File: src/rtl/qau_pkg.sv
// Quaternion arithmetic unit: shared operation codes and the Hamilton sign table.
// No dependencies; imported by every module of the unit.
package qau_pkg;

    localparam int FUNC_BITS = 3;

    localparam logic [FUNC_BITS-1:0] FUNC_PROD  = 3'd0;
    localparam logic [FUNC_BITS-1:0] FUNC_ADD   = 3'd1;
    localparam logic [FUNC_BITS-1:0] FUNC_SUB   = 3'd2;
    localparam logic [FUNC_BITS-1:0] FUNC_SCALE = 3'd3;
    localparam logic [FUNC_BITS-1:0] FUNC_NORM  = 3'd4;

    // Bit r*4+j set: term a[j]*b[r^j] of result row r is subtracted.
    localparam logic [15:0] HAM_NEG = 16'h428E;

endpackage

File: src/rtl/qau_sqrt.sv
// Pipelined integer square root, one root bit per register stage.
// Carries a sideband word alongside. Depends on qau_pkg.
module qau_sqrt
    import qau_pkg::*;
#(
    parameter int N      = 25,
    parameter int SIDE_W = 8
) (
    input  logic              clk,
    input  logic              rst_n,
    input  logic              en,
    input  logic              in_valid,
    input  logic [2*N-1:0]    radicand,
    input  logic [SIDE_W-1:0] side_in,
    output logic              out_valid,
    output logic [N-1:0]      root,
    output logic [SIDE_W-1:0] side_out
);

    logic [N-1:0]      vld_reg;
    logic [N+1:0]      rem_reg  [N];
    logic [N-1:0]      root_reg [N];
    logic [2*N-1:0]    rad_reg  [N];
    logic [SIDE_W-1:0] side_reg [N];

    for (genvar i = 0; i < N; i++)
    begin : g_stage
        logic              v_in;
        logic [N+1:0]      rem_in;
        logic [N-1:0]      root_in;
        logic [2*N-1:0]    rad_in;
        logic [SIDE_W-1:0] sd_in;
        logic [N+3:0]      t_rem;
        logic [N+3:0]      t_sub;
        logic              ge;
        logic [N+1:0]      rem_next;
        logic [N-1:0]      root_next;

        if (i == 0)
        begin : g_first
            assign v_in    = in_valid;
            assign rem_in  = '0;
            assign root_in = '0;
            assign rad_in  = radicand;
            assign sd_in   = side_in;
        end
        else
        begin : g_next
            assign v_in    = vld_reg[i-1];
            assign rem_in  = rem_reg[i-1];
            assign root_in = root_reg[i-1];
            assign rad_in  = rad_reg[i-1];
            assign sd_in   = side_reg[i-1];
        end

        // bring down the next two radicand bits, try (4*root + 1)
        assign t_rem     = {rem_in, rad_in[2*(N-1-i) +: 2]};
        assign t_sub     = (N+4)'({root_in, 2'b01});
        assign ge        = t_rem >= t_sub;
        assign rem_next  = ge ? (N+2)'(t_rem - t_sub) : t_rem[N+1:0];
        assign root_next = {root_in[N-2:0], ge};

        always_ff @(posedge clk or negedge rst_n)
        begin
            if (!rst_n)
            begin
                vld_reg[i] <= 1'b0;
            end
            else if (en)
            begin
                vld_reg[i] <= v_in;
            end
        end

        always_ff @(posedge clk)
        begin
            if (en)
            begin
                rem_reg[i]  <= rem_next;
                root_reg[i] <= root_next;
                rad_reg[i]  <= rad_in;
                side_reg[i] <= sd_in;
            end
        end
    end

    assign out_valid = vld_reg[N-1];
    assign root      = root_reg[N-1];
    assign side_out  = side_reg[N-1];

endmodule

File: config.mk
export PLATFORM = sky130hd
export DESIGN_NAME = qau_sqrt
export DESIGN_NICKNAME = d
export VERILOG_FILES = /design/src/rtl/qau_pkg.sv /design/src/rtl/qau_sqrt.sv
export SDC_FILE = /design/constraint.sdc
export NUM_CORES = 2
export LEC_CHECK = 0
export BUFFER_PORTS_ARGS = -buffer_cell sky130_fd_sc_hd__buf_2
export CAP_MARGIN = 20
export CORE_ASPECT_RATIO = 0.9
export CORE_MARGIN = 1
export CORE_UTILIZATION = 57
export DETAILED_ROUTE_END_ITERATION = 8
export PLACE_DENSITY = 0.76
export SYNTH_ARGS = -nofsm -noshare
export SYNTH_HDL_FRONTEND = slang
export SYNTH_SLANG_ARGS = --single-unit
File: constraint.sdc
create_clock -name clk -period 3.3 [get_ports clk]
set_input_delay 0.33 -clock clk [delete_from_list [all_inputs] [get_ports clk]]
set_output_delay 0.33 -clock clk [all_outputs]
set_load 0.01 [all_outputs]
==> results.cfg <==
[timing]
period_needed_ns = 3.20
slew_headroom_pct = 50.4
rsz0062_at_grt = true
fin_crit_sh_pct = 97.0
fin_setup_tns_ns = 0
hold_viol_final = 0
clock.fmax_mhz = 312
maxSlewViolCount = 0
finClkSkew_ns = 0.0294
tightest_slew_ns = 0.738
final-setup-viol-count = 0

[power]
p_int_uw = 43200
vdd_drop_max_v = 0.000477
combPwrFrac_pct = 17.1
netSwitchingFraction_pct = 26.2
leakagePower_uw = 0.0342
p_seq_share_pct = 50.1
netSwitchingPower_uw = 15400
powerDensity_mw_per_mm2 = 657
p_clk_share_pct = 32.7
p_total_uw = 58600

[logic_synthesis]
syn_area_per_cell_sq_um = 13.7
seq_area_frac_synth_pct = 67.7
synth_flop_cell = edfxtp_1
ys_types = 88
ys_ff_latch = 1761
synth_area_sq_mm = 0.0779
synthCells = 5687
synth_top_area_cell = edfxtp_1
netlist.area_leader.share_pct = 66.9
synthesis.nets = 6101
synth_edf_count = 1736
synth.most_common_cell = edfxtp_1
ys_async_sr_fraction_pct = 1.42
yosysWarnings = 0
synth_commonest_cells = edfxtp_1 (1,736), inv_1 (443), nand2_1 (376), ha_1 (352), nor2_1 (342)
synth_area_leaders = edfxtp_1 (67%), ha_1 (5.7%), xnor2_1 (2.8%)

[setup_path]
cp_data_required_time_ns = 3.82
endpoint = rem_reg[2][32]$_DFFE_PP_
path_class = flip-flop to flip-flop
critPathLaunch = root_reg[1][15]$_DFFE_PP_
reg2reg_to = rem_reg[2][32]$_DFFE_PP_
end_kind = flip-flop
arrival_ns = 3.72
cp-start-kind = flip-flop
regToRegSetupSlack_ns = 0.1
rr_startpoint = root_reg[1][15]$_DFFE_PP_
critPathMaxFanout = 10
r2r_cells = 11

[finish]
regArea_sq_mm = 0.0528
n_antenna_cell = 0
final_util_pct = 65.8
multi_input_area_sq_mm = 0.0235
final_net_count = 6573
fin_cells = 8124
layout-drive-gt1-share_pct = 12.1
synthToLayoutAreaGrowth_pct = 14.6
fillers = 9716
largest_reg_flops = 611

[global_routing]
grt_max_degree = 96
grt_usage_pct = 20.8
grt_pass1_wl_mm = 231
grt-ovfl-total = 0
antenna_found_initial = 0
grt_pass1_vias = 44335

[floorplan]
die_area_sq_mm = 0.138
ios = 96
start_util_pct = 57.5
dieWidth_um = 392
fp-row-count = 128
die_h_um = 353
coreArea_sq_mm = 0.135

[clock_tree]
cts_root_buffer = clkbuf_16
cts_tree = built
htreeDepth = 4
clock_latency_ns = 0.78
cts_buffers = 175
clock_path_buffers = 3
clock_sinks = 1761
clk_pin_slew_ns = 0.06

[drt]
drt_first_pass_iters = 8
routed_via_density = 5.59
wl_mm = 144
drcViolationCount = 0
num_vias = 45382
detail_route.iter0.violations = 3956
ant_nets = 0
detail_route.wl_per_cell_um = 17.7

[worst_hold_path]
hp-class = primary input to asynchronous set/reset pin

[placed_design]
dp_hpwl_mm = 99.5
gp_routability_congestion = 0.939
dp.cells = 7735
io_buffers = 95

[flow_run]
drv_cap = 0

[outcome]
status = completed
## cells in the final DEF (no fill, tap or decap), drive strengths merged, types with 64 or more instances in the layout
master	Yosys	layout
edfxtp	1736	1736
inv	445	449
nand2	376	376
ha	352	352
nor2	342	342
a21oi	334	334
buf	12	333
o21ai	265	265
xnor2	253	253
xor2	251	251
clkbuf	88	221
nor3	130	130
a21o	124	124
nor4	86	86
clkinv	1	79
nand3	75	75
o21a	71	71
nand2b	67	67
mux2	64	64
## worst min-delay path by stage
stage / start / end / slack, ns / cells past startpoint
global route: rst_n / out_valid$_DFFE_PN0P_ / 0.10 / 2
CTS: rst_n / g_stage[3].v_in$_DFFE_PN0P_ / 0.005 / 2
finish: rst_n / g_stage[1].v_in$_DFFE_PN0P_ / 0.05 / 2
global placement: rst_n / g_stage[1].v_in$_DFFE_PN0P_ / 0.33 / 1
detailed placement: rst_n / out_valid$_DFFE_PN0P_ / 0.34 / 1
floorplan: rst_n / g_stage[10].v_in$_DFFE_PN0P_ / 0.03 / 0
## through the flow
stage | area, sq um | setup WS, ns | hold slack (ns)
2_1_floorplan | 77900 | 0.205 | 0.0344
3_3_place_gp | 82500 | -0.0230 | 0.331
3_5_place_dp | 82500 | -0.0667 | 0.344
4_1_cts | 88800 | 0.0130 | 0.00544
5_1_grt | 89200 | -0.0669 | 0.104
6_report | 89200 | 0.0988 | 0.0548
## power groups by stage
| stage | combinational (uW) | clock (uW) | sequential [uW] |
|---|---|---|---|
| 6_report | 10000 | 19200 | 29400 |
| 5_1_grt | 11100 | 20600 | 29600 |
| 4_1_cts | 9780 | 19700 | 29400 |
| 3_5_place_dp | 9630 | 0 | 29800 |
| 3_3_place_gp | 9410 | 0 | 29700 |
| 2_1_floorplan | 6860 | 0 | 29200 |
## worst max-delay path, stage by stage (launching register included)
cell and delay (ns):
edfxtp_1 0.39, inv_1 0.06, ha_1 0.29, nand3_1 0.14, or3_4 0.42, nor3_1 0.21
buf_4 0.15, nand4_1 0.23, nand4_1 0.27, a31o_2 0.19, buf_4 0.23, mux2_2 0.37
## repair_timing
action	in CTS	in global routing
buffers inserted	0	4
hold endpoints to repair	132	0
gates cloned	0	1
endpoints found under the setup margin	18	216
resized for setup	5	83
hold buffers	62	0
pin swaps	0	14
## layer usage
layer / share of wire, % / wire [um] / global-route usage [%] / vias to the layer above
met3: 5.9 / 8440 / 3.81 / 226
met4: 1.9 / 2670 / 5.35 / 0
met5: 0 / 0 / 0 / -
li1: - / - / - / 22058
met2: 46 / 65500 / 31.8 / 1165
met1: 47 / 67200 / 31.0 / 21933
## final cells by class
type | count | area share [%]
Inverter | 446 | 1.88
Multi-Input combinational cell | 3380 | 26.4
Clock inverter | 101 | 1.09
Sequential cell | 1761 | 59.1
Clock buffer | 221 | 5.21
Tap cell | 1820 | 2.55
Timing Repair Buffer | 395 | 3.78
## cells by family after synthesis
logic type                 after synthesis  share of synthesized area [%]
and+or+nand+nor                       1410                           8.95
AOI/OAI and AO/OA                     1038                           8.26
muxes                                   75                           1.07
buffers and inverters                  546                           2.66
other                                    1                        0.00482
xor gates and xnor gates               504                           5.67
DFF                                   1761                           67.7
adders and majority gates              352                           5.66
(Power assumes the default switching activity.)
